[config.mk]
export PLATFORM = sky130hd
export DESIGN_NAME = rha_ctrl
export DESIGN_NICKNAME = d
export VERILOG_FILES = /design/src/rtl/core/rha_pkg.sv /design/src/rtl/core/rha_ctrl.sv
export SDC_FILE = /design/constraint.sdc
export NUM_CORES = 1
export LEC_CHECK = 0
export BUFFER_PORTS_ARGS = -buffer_cell sky130_fd_sc_hd__clkbuf_2
export CAP_MARGIN = 10
export CORE_MARGIN = 4
export CORE_UTILIZATION = 40
export DETAILED_ROUTE_END_ITERATION = 10
export PLACE_DENSITY = 0.7
export SLEW_MARGIN = 20
export SYNTH_ARGS = -nofsm -noshare
export SYNTH_HDL_FRONTEND = slang
export SYNTH_SLANG_ARGS = --single-unit
[constraint.sdc]
create_clock -name clk -period 2.15 [get_ports clk]
set_clock_uncertainty 0.1 [all_clocks]
set_input_delay 0.215 -clock clk [delete_from_list [all_inputs] [get_ports clk]]
set_output_delay 0.215 -clock clk [all_outputs]
set_load 0.02 [all_outputs]
[src/rtl/core/rha_pkg.sv]
// Shared types, constants and command/status structs of the radix handle allocator.
// Used by every module under rtl/core; depends on nothing.
`timescale 1ns / 1ps

package rha_pkg;

	localparam int HANDLE_BITS  = 24;
	localparam int IDX_BITS     = 8;
	localparam int ENTRIES      = 256;
	localparam int CNT_BITS     = 9;
	localparam int USED_BITS    = 25;
	localparam int DEF_FRAMES   = 64;
	localparam int SCAN_CHUNK   = 32;
	localparam logic [USED_BITS-1:0] FULL_COUNT = 25'h1000000;

	localparam logic REQ_ALLOC = 1'b0;
	localparam logic REQ_FREE  = 1'b1;

	typedef enum logic [1:0] {
		ST_OK       = 2'd0,
		ST_NOMEM    = 2'd1,
		ST_NOTALLOC = 2'd2,
		ST_FULL     = 2'd3
	} rha_status_t;

	typedef struct packed {
		logic                   req_type;
		logic [HANDLE_BITS-1:0] handle_in;
	} rha_req_t;

	typedef struct packed {
		rha_status_t            status;
		logic [HANDLE_BITS-1:0] handle_out;
		logic [USED_BITS-1:0]   used_total;
	} rha_rsp_t;

	typedef enum logic [3:0] {
		S_CLEAR, S_IDLE, S_DECODE,
		S_A_RDTOP, S_A_TOP, S_A_FIND_L2, S_A_L2E, S_A_FIND_LF, S_A_NEWLEAF, S_A_LFE,
		S_F_TOP, S_F_L2E, S_F_LFE, S_F_GIVE,
		S_OUT
	} rha_state_t;

	typedef enum logic {ERD_L2_TOP, ERD_LEAF_ENT} rha_ent_rsel_t;
	typedef enum logic {EWR_L2_SLOT, EWR_LEAF_SLOT} rha_ent_wsel_t;
	typedef enum logic [1:0] {EWD_FOUND, EWD_USED, EWD_EMPTY} rha_ent_wdat_t;
	typedef enum logic {CRD_TOP, CRD_ENT} rha_cnt_rsel_t;
	typedef enum logic [1:0] {CWR_FOUND, CWR_L2, CWR_LEAF} rha_cnt_wsel_t;
	typedef enum logic [2:0] {
		CWD_ONE, CWD_L2_INC, CWD_LEAF_INC, CWD_LEAF_DEC, CWD_L2_DEC
	} rha_cnt_wdat_t;
	typedef enum logic [1:0] {L2_HOLD, L2_FROM_TOP, L2_FROM_FOUND} rha_l2_ld_t;
	typedef enum logic [1:0] {LF_HOLD, LF_FROM_ENT, LF_FROM_FOUND} rha_leaf_ld_t;
	typedef enum logic [1:0] {
		POOL_NONE, POOL_TAKE, POOL_GIVE_L2, POOL_GIVE_LEAF
	} rha_pool_op_t;

	typedef struct packed {
		logic          clear;
		logic          accept;
		logic          load_alloc;
		logic          top_rd;
		logic          top_wr;
		logic          top_wr_empty;
		logic          ent_rd;
		rha_ent_rsel_t ent_rsel;
		logic          ent_wr;
		rha_ent_wsel_t ent_wsel;
		rha_ent_wdat_t ent_wdat;
		logic          cnt_rd;
		rha_cnt_rsel_t cnt_rsel;
		logic          cnt_wr;
		rha_cnt_wsel_t cnt_wsel;
		rha_cnt_wdat_t cnt_wdat;
		rha_l2_ld_t    l2_ld;
		rha_leaf_ld_t  leaf_ld;
		logic          l2cnt_ld;
		logic          l2cnt_clr;
		logic          search_start;
		rha_pool_op_t  pool_op;
		logic          used_inc;
		logic          used_dec;
		logic          out_load;
		rha_status_t   out_status;
	} rha_cmd_t;

	typedef struct packed {
		logic clear_last;
		logic req_free;
		logic used_full;
		logic top_empty;
		logic ent_empty;
		logic slot_empty;
		logic search_done;
		logic search_found;
		logic leaf_last;
		logic l2_last;
		logic out_free;
	} rha_stat_t;

endpackage

[src/rtl/core/rha_ctrl.sv]
// Controller: sequences table reads, frame scans and updates for each request.
// Depends on rha_pkg.
`timescale 1ns / 1ps

module rha_ctrl
	import rha_pkg::*;
(
	input  logic      clk,
	input  logic      arst_n,
	input  logic      req_valid,
	output logic      req_stall,
	input  rha_stat_t st,
	output rha_cmd_t  cmd
);

	rha_state_t  state_q, state_d;
	rha_status_t status_q, status_d;
	logic        new_l2_q, new_l2_d;

	always_ff @(posedge clk or negedge arst_n) begin
		if (!arst_n) begin
			state_q  <= S_CLEAR;
			status_q <= ST_OK;
			new_l2_q <= 1'b0;
		end else begin
			state_q  <= state_d;
			status_q <= status_d;
			new_l2_q <= new_l2_d;
		end
	end

	always_comb begin
		state_d        = state_q;
		status_d       = status_q;
		new_l2_d       = new_l2_q;
		cmd            = '0;
		cmd.out_status = status_q;
		req_stall      = 1'b1;
		unique case (state_q)
			S_CLEAR: begin
				cmd.clear = 1'b1;
				if (st.clear_last) begin
					state_d = S_IDLE;
				end
			end
			S_IDLE: begin
				req_stall = 1'b0;
				if (req_valid) begin
					cmd.accept = 1'b1;
					state_d    = S_DECODE;
				end
			end
			S_DECODE: begin
				if (st.req_free) begin
					cmd.top_rd = 1'b1;
					state_d    = S_F_TOP;
				end else if (st.used_full) begin
					status_d = ST_FULL;
					state_d  = S_OUT;
				end else begin
					cmd.load_alloc = 1'b1;
					state_d        = S_A_RDTOP;
				end
			end
			S_A_RDTOP: begin
				cmd.top_rd = 1'b1;
				state_d    = S_A_TOP;
			end
			S_A_TOP: begin
				new_l2_d = 1'b0;
				if (st.top_empty) begin
					cmd.search_start = 1'b1;
					state_d          = S_A_FIND_L2;
				end else begin
					cmd.l2_ld    = L2_FROM_TOP;
					cmd.ent_rd   = 1'b1;
					cmd.ent_rsel = ERD_L2_TOP;
					cmd.cnt_rd   = 1'b1;
					cmd.cnt_rsel = CRD_TOP;
					state_d      = S_A_L2E;
				end
			end
			S_A_FIND_L2: begin
				if (st.search_done) begin
					if (!st.search_found) begin
						status_d = ST_NOMEM;
						state_d  = S_OUT;
					end else begin
						// fresh level-2 frame: its entries are all empty
						cmd.pool_op      = POOL_TAKE;
						cmd.top_wr       = 1'b1;
						cmd.l2_ld        = L2_FROM_FOUND;
						cmd.l2cnt_clr    = 1'b1;
						cmd.search_start = 1'b1;
						new_l2_d         = 1'b1;
						state_d          = S_A_FIND_LF;
					end
				end
			end
			S_A_L2E: begin
				cmd.l2cnt_ld = 1'b1;
				if (st.ent_empty) begin
					cmd.search_start = 1'b1;
					state_d          = S_A_FIND_LF;
				end else begin
					cmd.leaf_ld  = LF_FROM_ENT;
					cmd.ent_rd   = 1'b1;
					cmd.ent_rsel = ERD_LEAF_ENT;
					cmd.cnt_rd   = 1'b1;
					cmd.cnt_rsel = CRD_ENT;
					state_d      = S_A_LFE;
				end
			end
			S_A_FIND_LF: begin
				if (st.search_done) begin
					if (!st.search_found) begin
						// drop a level-2 frame taken for this handle
						if (new_l2_q) begin
							cmd.top_wr       = 1'b1;
							cmd.top_wr_empty = 1'b1;
							cmd.pool_op      = POOL_GIVE_L2;
						end
						status_d = ST_NOMEM;
						state_d  = S_OUT;
					end else begin
						cmd.pool_op  = POOL_TAKE;
						cmd.ent_wr   = 1'b1;
						cmd.ent_wsel = EWR_L2_SLOT;
						cmd.ent_wdat = EWD_FOUND;
						cmd.cnt_wr   = 1'b1;
						cmd.cnt_wsel = CWR_FOUND;
						cmd.cnt_wdat = CWD_ONE;
						cmd.leaf_ld  = LF_FROM_FOUND;
						state_d      = S_A_NEWLEAF;
					end
				end
			end
			S_A_NEWLEAF: begin
				cmd.cnt_wr   = 1'b1;
				cmd.cnt_wsel = CWR_L2;
				cmd.cnt_wdat = CWD_L2_INC;
				cmd.ent_wr   = 1'b1;
				cmd.ent_wsel = EWR_LEAF_SLOT;
				cmd.ent_wdat = EWD_USED;
				cmd.used_inc = 1'b1;
				status_d     = ST_OK;
				state_d      = S_OUT;
			end
			S_A_LFE: begin
				if (!st.slot_empty) begin
					// slot taken: advance to the next handle
					state_d = S_DECODE;
				end else begin
					cmd.ent_wr   = 1'b1;
					cmd.ent_wsel = EWR_LEAF_SLOT;
					cmd.ent_wdat = EWD_USED;
					cmd.cnt_wr   = 1'b1;
					cmd.cnt_wsel = CWR_LEAF;
					cmd.cnt_wdat = CWD_LEAF_INC;
					cmd.used_inc = 1'b1;
					status_d     = ST_OK;
					state_d      = S_OUT;
				end
			end
			S_F_TOP: begin
				if (st.top_empty) begin
					status_d = ST_NOTALLOC;
					state_d  = S_OUT;
				end else begin
					cmd.l2_ld    = L2_FROM_TOP;
					cmd.ent_rd   = 1'b1;
					cmd.ent_rsel = ERD_L2_TOP;
					cmd.cnt_rd   = 1'b1;
					cmd.cnt_rsel = CRD_TOP;
					state_d      = S_F_L2E;
				end
			end
			S_F_L2E: begin
				cmd.l2cnt_ld = 1'b1;
				if (st.ent_empty) begin
					status_d = ST_NOTALLOC;
					state_d  = S_OUT;
				end else begin
					cmd.leaf_ld  = LF_FROM_ENT;
					cmd.ent_rd   = 1'b1;
					cmd.ent_rsel = ERD_LEAF_ENT;
					cmd.cnt_rd   = 1'b1;
					cmd.cnt_rsel = CRD_ENT;
					state_d      = S_F_LFE;
				end
			end
			S_F_LFE: begin
				if (st.slot_empty) begin
					status_d = ST_NOTALLOC;
					state_d  = S_OUT;
				end else begin
					cmd.ent_wr   = 1'b1;
					cmd.ent_wsel = EWR_LEAF_SLOT;
					cmd.ent_wdat = EWD_EMPTY;
					cmd.cnt_wr   = 1'b1;
					cmd.cnt_wsel = CWR_LEAF;
					cmd.cnt_wdat = CWD_LEAF_DEC;
					cmd.used_dec = 1'b1;
					status_d     = ST_OK;
					if (st.leaf_last) begin
						cmd.pool_op = POOL_GIVE_LEAF;
						state_d     = S_F_GIVE;
					end else begin
						state_d = S_OUT;
					end
				end
			end
			S_F_GIVE: begin
				cmd.ent_wr   = 1'b1;
				cmd.ent_wsel = EWR_L2_SLOT;
				cmd.ent_wdat = EWD_EMPTY;
				cmd.cnt_wr   = 1'b1;
				cmd.cnt_wsel = CWR_L2;
				cmd.cnt_wdat = CWD_L2_DEC;
				if (st.l2_last) begin
					cmd.pool_op      = POOL_GIVE_L2;
					cmd.top_wr       = 1'b1;
					cmd.top_wr_empty = 1'b1;
				end
				state_d = S_OUT;
			end
			S_OUT: begin
				if (st.out_free) begin
					cmd.out_load = 1'b1;
					state_d      = S_IDLE;
				end
			end
			default: begin
				state_d = S_IDLE;
			end
		endcase
	end

`ifndef SYNTHESIS
	a_newleaf_after_scan: assert property (@(posedge clk) disable iff (!arst_n)
		state_q == S_A_NEWLEAF |-> $past(state_q) == S_A_FIND_LF)
		else $error("leaf frame installed without a scan");
	a_full_answers: assert property (@(posedge clk) disable iff (!arst_n)
		(state_q == S_DECODE && !st.req_free && st.used_full) |=> status_q == ST_FULL)
		else $error("full table not reported");
`endif

endmodule

==> metrics.csv, run 1 <==
metric,value,unit
grtUsageMet2,0.381,
track_usage,0.224,
cp.depth,6,
clockBufferDepth,2,
hold_viol,0,
slew_headroom,0.822,
numCtsBuffers,3,
ys_seq_area_frac,0.166,
dp_cells,240,
r2r_setup_slack,90,ps
fin_cells,257,
grt-busiest-layer,met2,
cp_slowest_cell,dfrtp_2,
grt_setup_unrepaired,true,
numPortBuffers,48,
dr.pass1.iters,4,
final_layout_size_suffix_gt1_frac,0.471,
yosysWarnings,0,
synth_top_family_by_area,simple AND/OR/NAND/NOR gates,
std_cell_rows,18,
gr-usage-met3,0.0218,
cp-end-kind,output port,
diodes,0,
muxShareOfSynthArea,0.0427,
syn_nets,175,
crit_chain,buf_6 > nor2b_1 > and3_4 > and2_1 > or2_1 > clkbuf_2,
synth_fa_ha_area_frac,0,
reg2reg_to,status_q[0]$_DFFE_PN0P_,
crit_arrival,1810,ps
avgRoutedWirePerCell,15.7,µm
synth_edf_count,0,
startpoint,state_q[3]$_DFFE_PN0P_,
syn_area,1060,µm²
totalWireLength,4.04,mm
vias_per_cell,5.75,
core-area,2500,µm²
grt_pass1_vias,1313,
fillers,224,
cts_root_buf,clkbuf_4,
multi_input_area,833,µm²
ys_ff_latch,7,
die-area,3530,µm²
final_nets,242,
rr_worst_depth,7,
yosys.area_share.simple,0.400,
tightest_slew,268,ps
ant_nets,0,
insertion_delay,250,ps
cp_top_family,simple AND/OR/NAND/NOR gates,
ys_types,40,
hold_depth,3,
synth.avg_cell_area,6.56,µm²
path_max_fanout,7,
start_util,0.422,
route.detailed.drc,0,
p_per_area,1430,nW/µm²
clock_sinks,7,
vdd_drop_max,0.993,mV
dpl.hpwl,3.00,mm
die_h,59.4,µm
async_flop_share,1.00,
crit_path_end,cmd[29],
critPathKind,flop to output port,
final_cell_mix,"clkbuf_2, buf_4, nor2_1, nand2_1, o21ai_0",
grt_max_degree,16,
holdCritPathClass,input port to flop,
antenna_found_initial,0,
vias,1478,
synth_ff_type,dfrtp_1,
status,"complete, no violations",
cts_max_level,1,
dr.first_iter.drc_count,82,
area_growth,52.0,%
die_w,59.4,µm
slowest_delay,490,ps
syn_inst,161,
grt_overflow,0,
cts_tree,yes,
leakage,0.810,nW
synth-compound-area-share,0.274,
finalCriticalPeriod,2130,ps
grt_pass1_wl,6.12,mm
seq_area,180,µm²
place_congestion,0.929,
synth_xor_xnor_area_share,0.00829,
maxCapViolations,0,
start_kind,flop,
pin_count,49,
worst-path-buf-inv,2,
finalSetupViolCount,0,
final_common_cell,clkbuf_2,
worstReg2RegStart,state_q[1]$_DFFE_PN0P_,
min_period_over_period,0.989,
hold_ws,224,ps
cts.clk_slew.worst_paths,50,ps
max_freq,470,MHz
report.final.slew_viol_count,0,
grtUsageMet1,0.296,
crit_required,1840,ps
-- worst register-to-register path: stages, from the launching register on --
cell	delay [ps]
dfrtp_2	440
clkbuf_2	210
buf_4	130
mux2_2	310
a21oi_1	170
o21ai_0	100
nand3_1	130
mux2_2	350
-- state kept, by name, summed over array words and instances, names as in the netlist --
name / count
status_q: 2
new_l2_q: 1
state_q: 4
-- per-stage QoR --
stage	area, µm²	util	setup WS (ps)	TNS (ps)	power (mW)
final	1610	0.642	24.3	0	2.30
after global routing	1610	0.642	-74.4	-163	2.46
after CTS	1480	0.591	1.65	0	2.06
after detailed placement	1390	0.558	137	0	1.86
after global placement	1390	0.558	181	0	1.85
after floorplan	1080	-	4.90	0	1.36
-- cells in the mapped netlist, types with 2 or more instances --
master | instances | area, µm²
a22oi_1 | 3 | 22.5
nand3_1 | 4 | 20.0
nor2b_1 | 11 | 68.8
nand2b_1 | 7 | 43.8
nor2_1 | 20 | 75.1
a21o_1 | 3 | 22.5
buf_2 | 8 | 40.0
or2_2 | 2 | 12.5
mux2_2 | 4 | 45.0
a21oi_1 | 12 | 60.1
dfrtp_1 | 7 | 175
o22ai_1 | 2 | 12.5
and3_1 | 6 | 37.5
buf_4 | 5 | 37.5
a31oi_1 | 2 | 12.5
clkbuf_1 | 3 | 11.3
a211oi_1 | 3 | 22.5
or2_1 | 3 | 18.8
or3_1 | 3 | 18.8
inv_1 | 3 | 11.3
nor3_1 | 7 | 35.0
nand2_1 | 14 | 52.6
o21ai_0 | 12 | 60.1
-- where the power goes --
group	internal [mW]	total, mW	switching [mW]
combinational	0.864	1.88	1.02
sequential	0.199	0.296	0.0970
clock	0.0708	0.119	0.0486
total	1.13	2.30	1.16
-- logic make-up after synthesis --
logic type      Yosys count
simple gates             82
compound gates           46
mux                       4
flops                     7
xor+xnor                  1
buf+inv                  21
-- layer usage --
layer / part of all wire / wire length [µm] / vias to the layer above
met4: 0.029 / 119 / 0
met3: 0.10 / 407 / 13
met2: 0.49 / 2000 / 89
met5: 0 / 0 / -
met1: 0.37 / 1510 / 677
li1: - / - / 699
-- what timing repair did --
item | CTS | global route
resized for setup | 7 | 24
hold buffers | 1 | 0
pin swaps | 0 | 1
endpoints found under the setup margin | 9 | 7
buffers inserted | 4 | 8
hold endpoints to repair | 7 | 0
-- final cells by class --
class / count / share of cell area
timing repair buffer: 80 / 0.322
clock buffer: 4 / 0.0164
inverter: 3 / 0.00701
sequential: 7 / 0.112
multi-input combinational: 133 / 0.519
tap: 30 / 0.0234
-- worst min-delay path by stage --
stage / startpoint / to / slack (ps)
after floorplan: arst_n / new_l2_q$_DFFE_PN0P_ / -180
after global placement: arst_n / state_q[3]$_DFFE_PN0P_ / -40
after detailed placement: arst_n / state_q[1]$_DFFE_PN0P_ / -30
after CTS: st[0] / state_q[3]$_DFFE_PN0P_ / 220
after global routing: st[0] / state_q[3]$_DFFE_PN0P_ / 240
final: st[0] / state_q[3]$_DFFE_PN0P_ / 220
Note: power is estimated with default switching activity, not from simulation.
==> inputs of run 2 (changes only) <==
--- a/config.mk
+++ b/config.mk
@@ -7,10 +7,11 @@
 export LEC_CHECK = 0
 export BUFFER_PORTS_ARGS = -buffer_cell sky130_fd_sc_hd__clkbuf_2
 export CAP_MARGIN = 10
+export CORE_ASPECT_RATIO = 0.9
 export CORE_MARGIN = 4
-export CORE_UTILIZATION = 40
+export CORE_UTILIZATION = 47
 export DETAILED_ROUTE_END_ITERATION = 10
-export PLACE_DENSITY = 0.7
+export PLACE_DENSITY = 0.8
 export SLEW_MARGIN = 20
 export SYNTH_ARGS = -nofsm -noshare
 export SYNTH_HDL_FRONTEND = slang
==> metrics.csv, run 2 (synthesis results as in run 1) <==
metric,value,unit
status,"complete, no violations",
finalSetupViolCount,0,
dpl.hpwl,2.74,mm
crit_arrival,1810,ps
top_regs,"state_q: 4 flops, status_q: 2 flops, new_l2_q: 1 flops",
final_cell_mix,"clkbuf_2, buf_4, nor2_1, nand2_1",
p_int,1.06,mW
totalWireLength,3.60,mm
report.final.slew_viol_count,0,
cts.clk_slew.worst_paths,60,ps
power_frac_clock,0.058,
vias,1416,
r2r_setup_slack,170,ps
dr.first_iter.drc_count,49,
route.detailed.drc,0,
cts_tree,yes,
min_period_over_period,0.990,
core-area,2160,µm²
largest_reg_flops,4,
area_growth,45.9,%
worstReg2RegStart,state_q[3]$_DFFE_PN0P_,
path_max_fanout,7,
die-area,3070,µm²
place_congestion,0.956,
start_kind,flop,
diodes,0,
hold_ws,217,ps
antenna_found_initial,0,
clock_sinks,7,
grt_pass1_wl,5.66,mm
crit_required,1840,ps
start_util,0.488,
max_freq,470,MHz
final_layout_size_suffix_gt1_frac,0.442,
p_sw_frac,0.515,
hold_viol,0,
cts_root_buf,clkbuf_4,
grt_setup_unrepaired,true,
switchingPower,1.12,mW
grt_overflow,0,
vdd_drop_max,0.827,mV
p_per_area,1410,nW/µm²
final_nets,239,
pwr-share-seq,0.135,
track_usage,0.240,
reg2reg_to,state_q[0]$_DFFE_PN0P_,
insertion_delay,260,ps
holdCritPathClass,input port to async pin,
leakage,0.789,nW
rr_worst_depth,6,
die_h,53.0,µm
fin_tns_setup,0,ps
vias_per_cell,5.64,
ant_nets,0,
p_comb_frac,0.807,
cp-end-kind,output port,
critPathKind,flop to output port,
grt_max_degree,16,
top_register,state_q,
avgRoutedWirePerCell,14.3,µm
finalCriticalPeriod,2130,ps
clockBufferDepth,2,
dr.pass1.iters,4,
maxCapViolations,0,
final_common_cell,clkbuf_2,
numCtsBuffers,3,
cts_max_level,1,
die_w,58.0,µm
numPortBuffers,48,
slew_headroom,0.786,
pin_count,49,
std_cell_rows,16,
grt_pass1_vias,1240,
tightest_slew,319,ps
[run 2: power groups by stage]
stage	Sequential, mW	Combinational [mW]	Clock [mW]
2_1_floorplan	0.252	1.11	0
3_3_place_gp	0.288	1.49	0
6_report	0.294	1.76	0.127
5_1_grt	0.301	1.89	0.141
4_1_cts	0.299	1.57	0.128
3_5_place_dp	0.295	1.52	0
[run 2: repair_timing]
| action | CTS | global route |
|---|---|---|
| hold buffers | 1 | 0 |
| setup buffers | 2 | 7 |
| resized for setup | 6 | 13 |
| hold endpoints to repair | 7 | 0 |
| setup endpoints to repair | 5 | 7 |
[run 2: worst max-delay path: stages, from the launching register on]
cell and delay (ps):
dfrtp_2 460, nor2b_4 150, and3_1 180, or2_2 280
or3_4 350, buf_6 140
[run 2: layout make-up]
type / instances / area (µm²)
Multi-Input combinational cell: 133 / 807
Fill cell: 176 / 622
Clock buffer: 4 / 26.3
Tap cell: 27 / 33.8
Inverter: 3 / 11.3
Timing Repair Buffer: 77 / 482
Sequential cell: 7 / 180
[run 2: worst max path at each step]
stage / from / endpoint / slack, ps
2_1_floorplan: state_q[2]$_DFFE_PN0P_ / cmd[27] / 5
3_3_place_gp: state_q[1]$_DFFE_PN0P_ / cmd[25] / 230
6_report: state_q[0]$_DFFE_PN0P_ / cmd[25] / 20
4_1_cts: state_q[0]$_DFFE_PN0P_ / cmd[25] / 9
3_5_place_dp: state_q[2]$_DFFE_PN0P_ / cmd[25] / 200
5_1_grt: state_q[0]$_DFFE_PN0P_ / cmd[25] / -40
[run 2: per-layer routing]
layer  part of all wire  track usage  vias up
li1                   -            -      684
met1               0.40        0.293      632
met2               0.48        0.397       87
met3              0.094       0.0439       13
met4              0.028        0.131        0
met5                  0            0        -
[run 2: stage by stage]
stage	power, mW	util	instance area, µm²	cells	worst slack, ps
after global routing	2.34	0.712	1540	251	-40.4
final	2.18	0.712	1540	251	20.7
after detailed placement	1.82	0.643	1390	237	199
after CTS	1.99	0.672	1450	244	9.18
after floorplan	1.36	-	1080	161	4.90
after global placement	1.78	0.643	1390	237	233
==> inputs of run 3 (changes only) <==
--- a/config.mk
+++ b/config.mk
@@ -11,6 +11,7 @@
 export CORE_MARGIN = 4
 export CORE_UTILIZATION = 47
 export DETAILED_ROUTE_END_ITERATION = 10
+export GPL_TIMING_DRIVEN = 0
 export PLACE_DENSITY = 0.8
 export SLEW_MARGIN = 20
 export SYNTH_ARGS = -nofsm -noshare
==> metrics.csv, run 3 (synthesis results as in run 1) <==
metric,value,unit
status,"complete, no violations",
final_common_cell,clkbuf_2,
top_register,state_q,
p_per_area,1420,nW/µm²
cts_root_buf,clkbuf_4,
die-area,3070,µm²
crit_arrival,1800,ps
crit_required,1840,ps
numCtsBuffers,3,
vias,1427,
leakage,0.757,nW
worstReg2RegStart,state_q[1]$_DFFE_PN0P_,
rr_worst_depth,7,
cts.clk_slew.worst_paths,50,ps
slowest_delay,370,ps
dpl.hpwl,2.87,mm
slew_headroom,0.679,
hold_viol,0,
grt_max_degree,11,
grt_pass1_wl,6.37,mm
finalCriticalPeriod,2110,ps
clockBufferDepth,2,
dp_cells,235,
avgRoutedWirePerCell,15.9,µm
placed_area,1350,µm²
fillers,195,
hold_end,state_q[3]$_DFFE_PN0P_,
core-area,2160,µm²
report.final.slew_viol_count,0,
vdd_drop_max,0.870,mV
dr.first_iter.drc_count,81,
grtUsageMet1,0.332,
holdCritPathClass,input port to flop,
r2r_setup_slack,190,ps
insertion_delay,260,ps
cp_top_family,simple AND/OR/NAND/NOR gates,
dr.pass1.iters,4,
grt_overflow,0,
place_congestion,1.00,
std_cell_rows,16,
final_layout_size_suffix_gt1_frac,0.447,
grt_pass1_vias,1312,
final_cell_mix,"clkbuf_2, nor2_1, buf_4",
grt-busiest-layer,met2,
cts_tree,yes,
critPathKind,flop to output port,
path_max_fanout,10,
cp-end-kind,output port,
worst-path-buf-inv,3,
area_growth,45.0,%
ant_nets,0,
p_total,2.18,mW
max_freq,473,MHz
numPortBuffers,47,
reg2reg_to,status_q[0]$_DFFE_PN0P_,
worstHoldStart,st[0],
fin_cells,244,
largest_reg_flops,4,
stdcell_area,1530,µm²
vias_per_cell,5.85,
pin_count,49,
grt_setup_unrepaired,true,
maxCapViolations,0,
gr-usage-met3,0.0634,
hold_ws,209,ps
route.detailed.drc,0,
path_common_cell,buf_6,
clock_sinks,7,
diodes,0,
start_kind,flop,
crit_chain,buf_6 > buf_6 > and3_4 > or2_4 > or3_4 > clkbuf_2,
totalWireLength,3.88,mm
die_h,53.0,µm
cp_slowest_cell,dfrtp_1,
cts_max_level,1,
min_period_over_period,0.983,
final_nets,232,
antenna_found_initial,0,
grtUsageMet2,0.453,
finalSetupViolCount,0,
start_util,0.488,
top_regs,"state_q: 4 flops, status_q: 2 flops, new_l2_q: 1 flops",
hold_depth,3,
tightest_slew,481,ps
fin_util,0.708,
die_w,58.0,µm
track_usage,0.272,
==> run 3: how the worst max path moves through the flow <==
stage	from	to	depth (start not counted)
after floorplan	state_q[2]$_DFFE_PN0P_	cmd[27]	6
after global placement	state_q[2]$_DFFE_PN0P_	cmd[25]	6
after detailed placement	state_q[2]$_DFFE_PN0P_	cmd[25]	6
after CTS	state_q[3]$_DFFE_PN0P_	cmd[27]	8
after global routing	state_q[3]$_DFFE_PN0P_	cmd[27]	8
final	state_q[3]$_DFFE_PN0P_	cmd[19]	6
==> run 3: final cells by class <==
class	count	area [µm²]	area share
repair buffers	54	302	0.197
multi-input cells	133	855	0.558
plain buffers	16	126	0.0825
well taps	27	33.8	0.0221
clock buffers	4	26.3	0.0172
flip-flops and latches	7	178	0.116
inverters	3	11.3	0.00735
==> run 3: metal layers <==
layer / vias up / wire length, µm / share of wire
met5: - / 0 / 0
met4: 0 / 88 / 0.023
met3: 13 / 554 / 0.14
met2: 104 / 1740 / 0.45
met1: 632 / 1500 / 0.39
li1: 678 / - / -
==> run 3: where the power goes <==
group	switching (mW)	internal, mW	leakage [nW]
Combinational	1.06	0.744	0.662
Sequential	0.0565	0.195	0.0803
Clock	0.0555	0.0712	0.0150
==> run 3: worst reg2reg max path: stages, from the launching register on <==
cell,delay (ps)
dfrtp_2,440
buf_4,170
buf_4,130
mux2_2,260
a21oi_1,180
o21ai_0,110
nand3_1,130
mux2_2,350
==> run 3: through the flow <==
step | setup WS (ps) | setup TNS, ps
floorplan | 4.90 | 0
global placement | 86.0 | 0
detailed placement | 55.4 | 0
CTS | 16.6 | 0
global route | -17.9 | -47.1
finish | 35.9 | 0
==> run 3: what timing repair did <==
action,4_1_cts,5_1_grt
gates resized for setup,32,6
buffers inserted,5,2
pin swaps,2,1
endpoints found under the hold margin,7,0
setup endpoints to repair,14,7
hold buffers,1,0
